<file path="src/rtl/bmiw_pkg.sv">
package bmiw_pkg;

    // Fixed field widths of the item and result ports.
    localparam int CMD_BITS   = 2;
    localparam int SLOT_BITS  = 4;
    localparam int IDX_BITS   = 32;
    localparam int WORD_BITS  = 14;
    localparam int KIND_BITS  = 2;
    localparam int LOG2_BITS  = 4;
    localparam int LEVEL_BITS = 2;

    // Width used to compare a logical index against the triple-level limit.
    localparam int BOUND_BITS = 44;

    // Defaults for the top-level parameters.
    localparam int DIRECT_SLOTS_DEF      = 12;
    localparam int BLOCK_NUMBER_BITS_DEF = 32;

    // Inode pointer table layout.
    localparam int TABLE_DEPTH = 15;
    localparam logic [SLOT_BITS-1:0] SLOT_SINGLE = 4'd12;
    localparam logic [SLOT_BITS-1:0] SLOT_DOUBLE = 4'd13;
    localparam logic [SLOT_BITS-1:0] SLOT_TRIPLE = 4'd14;
    localparam logic [SLOT_BITS-1:0] SLOT_LAST   = 4'd14;

    // Legal range of pointers_per_block_log2.
    localparam logic [LOG2_BITS-1:0] LOG2_MIN = 4'd8;
    localparam logic [LOG2_BITS-1:0] LOG2_MAX = 4'd14;
    localparam logic [LOG2_BITS-1:0] LOG2_RESET = 4'd8;

    // Command codes.
    localparam logic [CMD_BITS-1:0] CMD_LOAD     = 2'd0;
    localparam logic [CMD_BITS-1:0] CMD_RESOLVE  = 2'd1;
    localparam logic [CMD_BITS-1:0] CMD_RESPONSE = 2'd2;

    // Result kinds.
    localparam logic [KIND_BITS-1:0] KIND_REQUEST  = 2'd0;
    localparam logic [KIND_BITS-1:0] KIND_RESOLVED = 2'd1;
    localparam logic [KIND_BITS-1:0] KIND_ERROR    = 2'd2;

    // Walk depth counts.
    localparam logic [LEVEL_BITS-1:0] LEVELS_ONE   = 2'd1;
    localparam logic [LEVEL_BITS-1:0] LEVELS_TWO   = 2'd2;
    localparam logic [LEVEL_BITS-1:0] LEVELS_THREE = 2'd3;

    // Which part of the index space a logical index falls into.
    typedef enum logic [2:0] {
        LVL_DIRECT,
        LVL_SINGLE,
        LVL_DOUBLE,
        LVL_TRIPLE,
        LVL_RANGE
    } level_t;

    // Controller states.
    typedef enum logic {
        ST_IDLE,
        ST_EVAL
    } state_t;

    // Classification of an incoming logical index.
    typedef struct packed {
        level_t                level;
        logic [SLOT_BITS-1:0]  slot;
        logic [IDX_BITS-1:0]   base_single;
        logic [IDX_BITS-1:0]   base_double;
        logic [IDX_BITS-1:0]   base_triple;
    } decode_t;

endpackage

</file>
<file path="src/rtl/bmiw_ptr_mem.sv">
module bmiw_ptr_mem #(
    parameter int BLOCK_NUMBER_BITS = bmiw_pkg::BLOCK_NUMBER_BITS_DEF
) (
    input  logic                               clk,
    input  logic                               rst_n,
    input  logic                               wr_en,
    input  logic [bmiw_pkg::SLOT_BITS-1:0]     wr_addr,
    input  logic [BLOCK_NUMBER_BITS-1:0]       wr_data,
    input  logic [bmiw_pkg::SLOT_BITS-1:0]     rd_addr,
    output logic [BLOCK_NUMBER_BITS-1:0]       rd_data
);
    import bmiw_pkg::*;

    logic [BLOCK_NUMBER_BITS-1:0] mem [TABLE_DEPTH];
    logic [TABLE_DEPTH-1:0]       valid_reg;
    logic [BLOCK_NUMBER_BITS-1:0] rd_data_reg;
    logic                         rd_valid_reg;

    // Pointer storage; written by load items.
    always_ff @(posedge clk)
    begin
        if (wr_en && (wr_addr <= SLOT_LAST))
        begin
            mem[wr_addr] <= wr_data;
        end
        rd_data_reg <= mem[(rd_addr <= SLOT_LAST) ? rd_addr : SLOT_LAST];
    end

    // Valid bits make every never-written slot read as a hole right after reset.
    always_ff @(posedge clk or negedge rst_n)
    begin
        if (!rst_n)
        begin
            valid_reg    <= '0;
            rd_valid_reg <= 1'b0;
        end
        else
        begin
            if (wr_en && (wr_addr <= SLOT_LAST))
            begin
                valid_reg[wr_addr] <= 1'b1;
            end
            rd_valid_reg <= (rd_addr <= SLOT_LAST) && valid_reg[rd_addr];
        end
    end

    assign rd_data = rd_valid_reg ? rd_data_reg : '0;

endmodule

</file>
<file path="src/rtl/bmiw_index_decode.sv">
module bmiw_index_decode #(
    parameter int DIRECT_SLOTS = bmiw_pkg::DIRECT_SLOTS_DEF
) (
    input  logic [bmiw_pkg::IDX_BITS-1:0]  logical_index,
    input  logic [bmiw_pkg::LOG2_BITS-1:0] log2_ppb,
    output bmiw_pkg::decode_t              dec
);
    import bmiw_pkg::*;

    logic [4:0]            shift2;
    logic [5:0]            shift3;
    logic [BOUND_BITS-1:0] idx_wide;
    logic [BOUND_BITS-1:0] bound_direct;
    logic [BOUND_BITS-1:0] bound_single;
    logic [BOUND_BITS-1:0] bound_double;
    logic [BOUND_BITS-1:0] bound_triple;

    // Region limits depend only on DIRECT_SLOTS and the configured block size.
    assign shift2       = {1'b0, log2_ppb} << 1;
    assign shift3       = {1'b0, shift2} + {2'b00, log2_ppb};
    assign idx_wide     = {{(BOUND_BITS-IDX_BITS){1'b0}}, logical_index};
    assign bound_direct = BOUND_BITS'(DIRECT_SLOTS);
    assign bound_single = bound_direct + (BOUND_BITS'(1) << log2_ppb);
    assign bound_double = bound_single + (BOUND_BITS'(1) << shift2);
    assign bound_triple = bound_double + (BOUND_BITS'(1) << shift3);

    // Classify the index and pick the inode slot to read.
    always_comb
    begin
        dec.base_single = bound_direct[IDX_BITS-1:0];
        dec.base_double = bound_single[IDX_BITS-1:0];
        dec.base_triple = bound_double[IDX_BITS-1:0];
        if (idx_wide < bound_direct)
        begin
            dec.level = LVL_DIRECT;
            dec.slot  = logical_index[SLOT_BITS-1:0];
        end
        else if (idx_wide < bound_single)
        begin
            dec.level = LVL_SINGLE;
            dec.slot  = SLOT_SINGLE;
        end
        else if (idx_wide < bound_double)
        begin
            dec.level = LVL_DOUBLE;
            dec.slot  = SLOT_DOUBLE;
        end
        else if (idx_wide < bound_triple)
        begin
            dec.level = LVL_TRIPLE;
            dec.slot  = SLOT_TRIPLE;
        end
        else
        begin
            dec.level = LVL_RANGE;
            dec.slot  = SLOT_TRIPLE;
        end
    end

endmodule

</file>
<file path="src/rtl/bmiw_walk_ctrl.sv">
module bmiw_walk_ctrl #(
    parameter int BLOCK_NUMBER_BITS = bmiw_pkg::BLOCK_NUMBER_BITS_DEF
) (
    input  logic                                clk,
    input  logic                                rst_n,
    input  logic                                start,
    input  logic [bmiw_pkg::CMD_BITS-1:0]       command,
    input  logic [bmiw_pkg::SLOT_BITS-1:0]      slot_index,
    input  logic [bmiw_pkg::IDX_BITS-1:0]       logical_index,
    input  logic [bmiw_pkg::IDX_BITS-1:0]       data_word,
    input  logic                                read_ok,
    input  logic [bmiw_pkg::LOG2_BITS-1:0]      log2_ppb,
    input  bmiw_pkg::decode_t                   dec,
    input  logic [BLOCK_NUMBER_BITS-1:0]        ptr_rd_data,
    output logic                                ptr_wr_en,
    output logic [bmiw_pkg::SLOT_BITS-1:0]      ptr_wr_addr,
    output logic [BLOCK_NUMBER_BITS-1:0]        ptr_wr_data,
    output logic                                busy,
    output logic                                result_valid,
    output logic [bmiw_pkg::KIND_BITS-1:0]      result_kind,
    output logic [bmiw_pkg::IDX_BITS-1:0]       block_number,
    output logic [bmiw_pkg::WORD_BITS-1:0]      word_index
);
    import bmiw_pkg::*;

    state_t state_reg, state_next;
    logic   accept;

    // Item held through the evaluate cycle.
    logic [CMD_BITS-1:0]          cmd_reg;
    logic [IDX_BITS-1:0]          idx_reg;
    logic [BLOCK_NUMBER_BITS-1:0] word_reg;
    logic                         ok_reg;
    level_t                       level_reg;
    logic [IDX_BITS-1:0]          base_reg;

    // Walk state.
    logic                  walk_busy_reg, walk_busy_next;
    logic [LEVEL_BITS-1:0] levels_reg, levels_next;
    logic [WORD_BITS-1:0]  second_reg, second_next;
    logic [WORD_BITS-1:0]  third_reg, third_next;

    // Result registers.
    logic                  result_valid_reg, result_valid_next;
    logic [KIND_BITS-1:0]  kind_reg, kind_next;
    logic [IDX_BITS-1:0]   block_reg, block_next;
    logic [WORD_BITS-1:0]  word_idx_reg, word_idx_next;

    // Index split helpers for the evaluate cycle.
    logic [4:0]           shift2;
    logic [WORD_BITS:0]   mask_wide;
    logic [WORD_BITS-1:0] mask;
    logic [IDX_BITS-1:0]  rel;
    logic [WORD_BITS-1:0] rel_lo;
    logic [WORD_BITS-1:0] rel_mid;
    logic [WORD_BITS-1:0] rel_hi;
    logic [IDX_BITS-1:0]  ptr_ext;
    logic [IDX_BITS-1:0]  word_ext;

    // Next state.
    always_comb
    begin
        state_next = state_reg;
        case (state_reg)
            ST_IDLE:
            begin
                if (start)
                begin
                    state_next = ST_EVAL;
                end
            end
            ST_EVAL:
            begin
                state_next = ST_IDLE;
            end
            default:
            begin
                state_next = ST_IDLE;
            end
        endcase
    end

    // State outputs and the pointer write of a load item.
    always_comb
    begin
        busy        = (state_reg != ST_IDLE);
        accept      = start && !busy;
        ptr_wr_en   = accept && !walk_busy_reg && (command == CMD_LOAD);
        ptr_wr_addr = slot_index;
        ptr_wr_data = data_word[BLOCK_NUMBER_BITS-1:0];
    end

    always_ff @(posedge clk or negedge rst_n)
    begin
        if (!rst_n)
        begin
            state_reg <= ST_IDLE;
        end
        else
        begin
            state_reg <= state_next;
        end
    end

    // Capture the accepted item.
    always_ff @(posedge clk)
    begin
        if (accept)
        begin
            cmd_reg   <= command;
            idx_reg   <= logical_index;
            word_reg  <= data_word[BLOCK_NUMBER_BITS-1:0];
            ok_reg    <= read_ok;
            level_reg <= dec.level;
            case (dec.level)
                LVL_SINGLE: base_reg <= dec.base_single;
                LVL_DOUBLE: base_reg <= dec.base_double;
                LVL_TRIPLE: base_reg <= dec.base_triple;
                default:    base_reg <= '0;
            endcase
        end
    end

    // Split the offset within the region into per-level word indexes.
    assign shift2    = {1'b0, log2_ppb} << 1;
    assign mask_wide = ((WORD_BITS+1)'(1) << log2_ppb) - (WORD_BITS+1)'(1);
    assign mask      = mask_wide[WORD_BITS-1:0];
    assign rel       = idx_reg - base_reg;
    assign rel_lo    = rel[WORD_BITS-1:0] & mask;
    assign rel_mid   = WORD_BITS'(rel >> log2_ppb) & mask;
    assign rel_hi    = WORD_BITS'(rel >> shift2) & mask;
    assign ptr_ext   = IDX_BITS'(ptr_rd_data);
    assign word_ext  = IDX_BITS'(word_reg);

    // Evaluate the item against the walk state and the pointer read.
    always_comb
    begin
        walk_busy_next    = walk_busy_reg;
        levels_next       = levels_reg;
        second_next       = second_reg;
        third_next        = third_reg;
        result_valid_next = 1'b0;
        kind_next         = kind_reg;
        block_next        = block_reg;
        word_idx_next     = word_idx_reg;
        if (state_reg == ST_EVAL)
        begin
            if (walk_busy_reg)
            begin
                result_valid_next = 1'b1;
                block_next        = '0;
                word_idx_next     = '0;
                if ((cmd_reg == CMD_RESPONSE) && ok_reg && (levels_reg > LEVELS_ONE)
                    && (word_ext != '0))
                begin
                    // Descend one more level.
                    kind_next   = KIND_REQUEST;
                    block_next  = word_ext;
                    word_idx_next = second_reg;
                    second_next = third_reg;
                    levels_next = levels_reg - LEVELS_ONE;
                end
                else
                begin
                    walk_busy_next = 1'b0;
                    levels_next    = '0;
                    if ((cmd_reg == CMD_RESPONSE) && ok_reg)
                    begin
                        kind_next  = KIND_RESOLVED;
                        block_next = word_ext;
                    end
                    else
                    begin
                        kind_next = KIND_ERROR;
                    end
                end
            end
            else if (cmd_reg == CMD_RESOLVE)
            begin
                result_valid_next = 1'b1;
                kind_next         = KIND_RESOLVED;
                block_next        = ptr_ext;
                word_idx_next     = '0;
                case (level_reg)
                    LVL_DIRECT:
                    begin
                        block_next = ptr_ext;
                    end
                    LVL_SINGLE:
                    begin
                        if (ptr_ext != '0)
                        begin
                            kind_next      = KIND_REQUEST;
                            word_idx_next  = rel_lo;
                            walk_busy_next = 1'b1;
                            levels_next    = LEVELS_ONE;
                        end
                    end
                    LVL_DOUBLE:
                    begin
                        if (ptr_ext != '0)
                        begin
                            kind_next      = KIND_REQUEST;
                            word_idx_next  = rel_mid;
                            second_next    = rel_lo;
                            walk_busy_next = 1'b1;
                            levels_next    = LEVELS_TWO;
                        end
                    end
                    LVL_TRIPLE:
                    begin
                        if (ptr_ext != '0)
                        begin
                            kind_next      = KIND_REQUEST;
                            word_idx_next  = rel_hi;
                            second_next    = rel_mid;
                            third_next     = rel_lo;
                            walk_busy_next = 1'b1;
                            levels_next    = LEVELS_THREE;
                        end
                    end
                    default:
                    begin
                        kind_next  = KIND_ERROR;
                        block_next = '0;
                    end
                endcase
            end
        end
    end

    always_ff @(posedge clk or negedge rst_n)
    begin
        if (!rst_n)
        begin
            walk_busy_reg    <= 1'b0;
            levels_reg       <= '0;
            second_reg       <= '0;
            third_reg        <= '0;
            result_valid_reg <= 1'b0;
        end
        else
        begin
            walk_busy_reg    <= walk_busy_next;
            levels_reg       <= levels_next;
            second_reg       <= second_next;
            third_reg        <= third_next;
            result_valid_reg <= result_valid_next;
        end
    end

    // Result payload.
    always_ff @(posedge clk)
    begin
        kind_reg     <= kind_next;
        block_reg    <= block_next;
        word_idx_reg <= word_idx_next;
    end

    assign result_valid = result_valid_reg;
    assign result_kind  = kind_reg;
    assign block_number = block_reg;
    assign word_index   = word_idx_reg;

endmodule

</file>
<file path="src/rtl/block_map_indirect_walker.sv">
// Channel   | Direction | Handshake                 | Payload
// ----------+-----------+---------------------------+----------------------------------------
// item      | in        | start && !busy            | command, slot_index, logical_index,
//           |           |                           | data_word, read_ok
// result    | out       | result_valid, one cycle   | result_kind, block_number, word_index
// config    | in        | cfg_wr_en                 | cfg_wr_data
//
// For every item, the accept edge issues the pointer memory read, and busy is
// high for the one evaluate cycle in which the read data comes back.
// A result, if any, is strobed in the cycle after the evaluate cycle; a new item may be
// accepted in that same cycle, but no new item is taken while busy is high.
// rst_n clears the walk state and marks all fifteen pointer slots as holes at once.
// The receiver cannot stall; each result is shown for exactly one cycle.
module block_map_indirect_walker #(
    parameter int DIRECT_SLOTS      = bmiw_pkg::DIRECT_SLOTS_DEF,
    parameter int BLOCK_NUMBER_BITS = bmiw_pkg::BLOCK_NUMBER_BITS_DEF
) (
    input  logic                               clk,
    input  logic                               rst_n,
    input  logic                               start,
    output logic                               busy,
    input  logic [bmiw_pkg::CMD_BITS-1:0]      command,
    input  logic [bmiw_pkg::SLOT_BITS-1:0]     slot_index,
    input  logic [bmiw_pkg::IDX_BITS-1:0]      logical_index,
    input  logic [bmiw_pkg::IDX_BITS-1:0]      data_word,
    input  logic                               read_ok,
    output logic                               result_valid,
    output logic [bmiw_pkg::KIND_BITS-1:0]     result_kind,
    output logic [bmiw_pkg::IDX_BITS-1:0]      block_number,
    output logic [bmiw_pkg::WORD_BITS-1:0]     word_index,
    input  logic                               cfg_wr_en,
    input  logic [bmiw_pkg::LOG2_BITS-1:0]     cfg_wr_data
);
    import bmiw_pkg::*;

    logic [LOG2_BITS-1:0]         log2_reg;
    logic [LOG2_BITS-1:0]         log2_ppb;
    decode_t                      dec;
    logic                         ptr_wr_en;
    logic [SLOT_BITS-1:0]         ptr_wr_addr;
    logic [BLOCK_NUMBER_BITS-1:0] ptr_wr_data;
    logic [BLOCK_NUMBER_BITS-1:0] ptr_rd_data;

    // Block size register.
    always_ff @(posedge clk or negedge rst_n)
    begin
        if (!rst_n)
        begin
            log2_reg <= LOG2_RESET;
        end
        else if (cfg_wr_en)
        begin
            log2_reg <= cfg_wr_data;
        end
    end

    // Out-of-range settings act as the nearest legal block size.
    always_comb
    begin
        if (log2_reg < LOG2_MIN)
        begin
            log2_ppb = LOG2_MIN;
        end
        else if (log2_reg > LOG2_MAX)
        begin
            log2_ppb = LOG2_MAX;
        end
        else
        begin
            log2_ppb = log2_reg;
        end
    end

    bmiw_index_decode #(
        .DIRECT_SLOTS(DIRECT_SLOTS)
    ) u_decode (
        .logical_index(logical_index),
        .log2_ppb     (log2_ppb),
        .dec          (dec)
    );

    bmiw_ptr_mem #(
        .BLOCK_NUMBER_BITS(BLOCK_NUMBER_BITS)
    ) u_ptr_mem (
        .clk    (clk),
        .rst_n  (rst_n),
        .wr_en  (ptr_wr_en),
        .wr_addr(ptr_wr_addr),
        .wr_data(ptr_wr_data),
        .rd_addr(dec.slot),
        .rd_data(ptr_rd_data)
    );

    bmiw_walk_ctrl #(
        .BLOCK_NUMBER_BITS(BLOCK_NUMBER_BITS)
    ) u_walk (
        .clk          (clk),
        .rst_n        (rst_n),
        .start        (start),
        .command      (command),
        .slot_index   (slot_index),
        .logical_index(logical_index),
        .data_word    (data_word),
        .read_ok      (read_ok),
        .log2_ppb     (log2_ppb),
        .dec          (dec),
        .ptr_rd_data  (ptr_rd_data),
        .ptr_wr_en    (ptr_wr_en),
        .ptr_wr_addr  (ptr_wr_addr),
        .ptr_wr_data  (ptr_wr_data),
        .busy         (busy),
        .result_valid (result_valid),
        .result_kind  (result_kind),
        .block_number (block_number),
        .word_index   (word_index)
    );

    // An accepted item always enters evaluation in the cycle after it is accepted.
    a_accept_eval: assert property (@(posedge clk) disable iff (!rst_n)
        (start && !busy) |=> busy)
        else $error("accepted item did not enter evaluation");

    // A result only follows an evaluate cycle.
    a_result_after_eval: assert property (@(posedge clk) disable iff (!rst_n)
        result_valid |-> ($past(busy) && !busy))
        else $error("result strobe without a preceding evaluate cycle");

    // Only requests carry a word index.
    a_word_index_zero: assert property (@(posedge clk) disable iff (!rst_n)
        (result_valid && (result_kind != KIND_REQUEST)) |-> (word_index == '0))
        else $error("non-request result with a nonzero word index");

    // Errors never name a block.
    a_error_block_zero: assert property (@(posedge clk) disable iff (!rst_n)
        (result_valid && (result_kind == KIND_ERROR)) |-> (block_number == '0))
        else $error("error result with a nonzero block number");

endmodule
</file>
<file path="config.mk">
export PLATFORM = sky130hd
export DESIGN_NAME = block_map_indirect_walker
export DESIGN_NICKNAME = d
export VERILOG_FILES = /design/src/rtl/bmiw_pkg.sv /design/src/rtl/bmiw_ptr_mem.sv /design/src/rtl/bmiw_index_decode.sv /design/src/rtl/bmiw_walk_ctrl.sv /design/src/rtl/block_map_indirect_walker.sv
export SDC_FILE = /design/constraint.sdc
export NUM_CORES = 1
export LEC_CHECK = 0
export ABC_AREA = 1
export BUFFER_PORTS_ARGS = -buffer_cell sky130_fd_sc_hd__buf_2
export CORE_MARGIN = 2
export CORE_UTILIZATION = 34
export CTS_CLUSTER_SIZE = 28
export DETAILED_ROUTE_END_ITERATION = 8
export PLACE_DENSITY = 0.54
export SLEW_MARGIN = 20
export SYNTH_ARGS = -nofsm -noshare
export SYNTH_HDL_FRONTEND = slang
export SYNTH_SLANG_ARGS = --single-unit
</file>
<file path="constraint.sdc">
create_clock -name clk -period 10.44 [get_ports clk]
set_input_delay 1.566 -clock clk [delete_from_list [all_inputs] [get_ports clk]]
set_output_delay 1.566 -clock clk [all_outputs]
set_load 0.005 [all_outputs]
</file>
==> metrics <==
Total Die Area=between 100000 and 150000 um^2; area grow syn2layout=13.8%; Syn Inst Count=3778; initial antenna violation count=6; Post-synth EDFFs=about 620; Fmax=around 0.14 GHz; Ys Warns=0; Max stage delay cell, worst path=clkinv_1; max-slew violation count=0; Synth area leader=edfxtp_1; Worst Path Buf+Inv=3; WHS=0.465 ns; vias in the first global route=25800; GP Congestion=0.943; DIE WIDTH=329 um; Distinct cells, synth=58; cell family with most CP delay=simple AND/OR/NAND/NOR gates; setup tns final=0 ns; Clock transition at path regs=roughly 0.070 ns; slowest stage delay, CP=between 0.9 and 1 ns; Tot Pwr=between 6000 and 7000 uW; DPL Wire Length=between 60000 and 70000 um; Largest Register=u_ptr_mem.mem; MaxCap Viol Count=0; clock skew=0.0286 ns; Largest register FFs=between 400 and 500; final WL=~110000 um; Worst Path Required=around 11 ns; Cell Area, Synth=about 36000 um^2; RSZ-0062 raised after global routing=no; CTS tree=built; Synth top area share=~52%; initial core utilization=approximately a third; clock power share=39.2%; critical path arrival=7.88 ns; Final Hold Viols=0; final setup fails=0; top post-synthesis cells by area=edfxtp_1 52%, nand2_1 10%, nand3_1 6.4%; Clock H-tree levels=3; total gr overflow=0; CTS resizes=0; Die H=approximately 330 um; worst r2r path cells=27; Core Box Area=105000 um^2; routed vias=approximately 27000; max_slew headroom=a little over a quarter; Crit. path cell count=27; #FFs+latches synth=708; WS Path Type=reg -> reg; crit path time final=~7.3 ns; Pwr Density=about 170 nW/um^2; leak pwr=0.0171 uW; first-pass GRT wire length=between 150000 and 200000 um; clk_lat worst skew=0.65 ns; cell repeated most along the worst path=nand2_1; Iteration-0 DRC Markers=roughly 2600; Switching Fraction=27.6%; ys async rst share=7.49%; CTS root buffer=clkbuf_16; post-route ant nets=0; DR WL/cell=between 20 and 25 um; num rows=approximately 120; Core Util, Final=around two fifths; combinational share of power=approximately 14%; Residual DRC=0; pin count of the biggest net entering global routing=106; Final Cell Area=around 41000 um^2; Post-synth top flop=edfxtp_1; hold buffer count at cts=0; Clock Sinks=708; CTS Buffer Depth=3; number of top-level pins=129; startpoint types=register; average size of a mapped cell=about 9.5 um^2; worst-path fanout max=roughly 110; 1st-pass router iterations=6; Worst Tran Pin Value=between 1 and 1.5 ns; TritonCTS Buffers=a little under 80; internal power=between 5000 and 6000 uW; status=finished clean; vias per cell=between 4 and 5; Net Switching=between 1500 and 2000 uW; fill cell count=between 10000 and 15000; sequential power share=46.4%; Hold Path Class=reg -> reg; Peak VDD IR=between 100 and 150 uV; Post-CTS Setup Bufs=0; share of layout cells above drive strength 1=9.29%; CP endpoint kind=register; Seq/Total Area, Yosys=between 50% and 60%; Hold Path Stages=1; final worst path period share=approximately 70%; # nets final=~4100; area post-placement=around 38000 um^2; gr usage total=19.8%; port buffer count=128
==> cell type report <==
cell class	instances	area (um^2)	share of cell area, %
diodes	3	7.51	0.0184
clock buffers	105	2150	5.27
clock inverters	39	412	1.01
inverters	515	1940	4.74
multi-input cells	2461	13000	31.8
flip-flops and latches	708	20700	50.6
well taps	1391	1740	4.26
repair buffers	167	933	2.28
==> worst paths after layout <==
path,startpoint,end,slack (ns)
worst max-delay path,log2_reg[1]$_DFFE_PN0P_,u_ptr_mem.rd_data_reg[13]$_DFF_P_,3.11
worst min-delay path,u_ptr_mem.valid_reg[9]$_DFFE_PN0P_,u_ptr_mem.valid_reg[9]$_DFFE_PN0P_,0.46
max in group asynchronous,rst_n,u_ptr_mem.valid_reg[14]$_DFFE_PN0P_,8.81
min in group asynchronous,rst_n,log2_reg[1]$_DFFE_PN0P_,1.06
worst max register to register,log2_reg[1]$_DFFE_PN0P_,u_ptr_mem.rd_data_reg[13]$_DFF_P_,3.11
worst min register to register,u_ptr_mem.valid_reg[9]$_DFFE_PN0P_,u_ptr_mem.valid_reg[9]$_DFFE_PN0P_,0.46
==> kinds of logic after synthesis <==
| group | Yosys count | share of synthesized area (%) |
|---|---|---|
| compound gates | 323 | 5.10 |
| fa+ha+maj | 139 | 4.91 |
| simple gates | 1908 | 24.2 |
| flops | 708 | 57.6 |
| xor+xnor | 30 | 0.732 |
| buf+inv | 662 | 7.29 |
| other cells | 2 | 0.0209 |
| mux | 6 | 0.185 |
==> metrics by stage <==
| step | cells | worst slack, ns |
|---|---|---|
| 2_1_floorplan | 3831 | 4.36 |
| 3_3_place_gp | 5241 | 3.35 |
| 3_5_place_dp | 5242 | 3.20 |
| 4_1_cts | 5386 | 3.17 |
| 5_1_grt | 5387 | 2.43 |
| 6_report | 5389 | 3.11 |
==> Yosys cell counts, drive strengths merged, types with 6 or more instances <==
| master | instances |
|---|---|
| nand3 | 459 |
| inv | 512 |
| xor2 | 19 |
| o22ai | 40 |
| nand3b | 168 |
| o21ai | 108 |
| or2 | 17 |
| xnor2 | 11 |
| nor3 | 20 |
| dfxtp | 32 |
| ha | 136 |
| dfrtp | 52 |
| nor2 | 203 |
| a31oi | 7 |
| clkbuf | 53 |
| a21oi | 134 |
| nand2 | 982 |
| nand4 | 45 |
| o211ai | 6 |
| edfxtp | 623 |
| buf | 94 |
| nor4 | 8 |
==> power groups by stage <==
stage | clock network [uW] | logic, uW | registers, uW
floorplan | 0 | 682 | 3280
global placement | 0 | 978 | 3300
detailed placement | 0 | 985 | 3300
CTS | 2790 | 992 | 3240
global route | 2910 | 1140 | 3250
finish | 2740 | 1010 | 3240
==> metal layers <==
| layer | vias up | global-route usage, % | part of all wire (%) |
|---|---|---|---|
| met3 | 162 | 2.41 | 4.9 |
| li1 | 13000 | - | - |
| met4 | 2 | 4.96 | 2.1 |
| met1 | 12900 | 26.6 | 44 |
| met5 | - | 0 | 0.012 |
| met2 | 752 | 34.1 | 49 |
==> worst register-to-register path, delay by kind of cell, from the launching register on <==
kind / cells / cell delay (ns)
XOR/XNOR: 1 / 0.13
adder cells (fa/ha/maj): 2 / 0.41
AND/OR/NAND/NOR: 20 / 4.08
flip-flops: 1 / 0.43
AO/OA/AOI/OAI: 1 / 0.17
buffers and inverters: 3 / 2.03
==> cells in the final DEF (no fill, tap or decap), types with 16 or more instances in the layout <==
cell | synthesis | final
a21oi_1 | 133 | 132
buf_2 | 76 | 128
buf_4 | 6 | 39
clkbuf_1 | 53 | 17
clkbuf_16 | 0 | 78
conb_1 | 2 | 55
dfrtp_1 | 52 | 52
dfxtp_1 | 32 | 32
edfxtp_1 | 623 | 623
ha_1 | 136 | 136
inv_1 | 502 | 501
nand2_1 | 972 | 971
nand3_1 | 456 | 456
nand3b_1 | 168 | 168
nand4_1 | 45 | 45
nor2_1 | 194 | 177
nor2_4 | 5 | 23
nor3_1 | 20 | 20
o21ai_0 | 73 | 73
o21ai_1 | 35 | 35
o22ai_1 | 32 | 32
or2_2 | 16 | 16
xor2_1 | 19 | 19
Power figures use the tool's default switching activity.
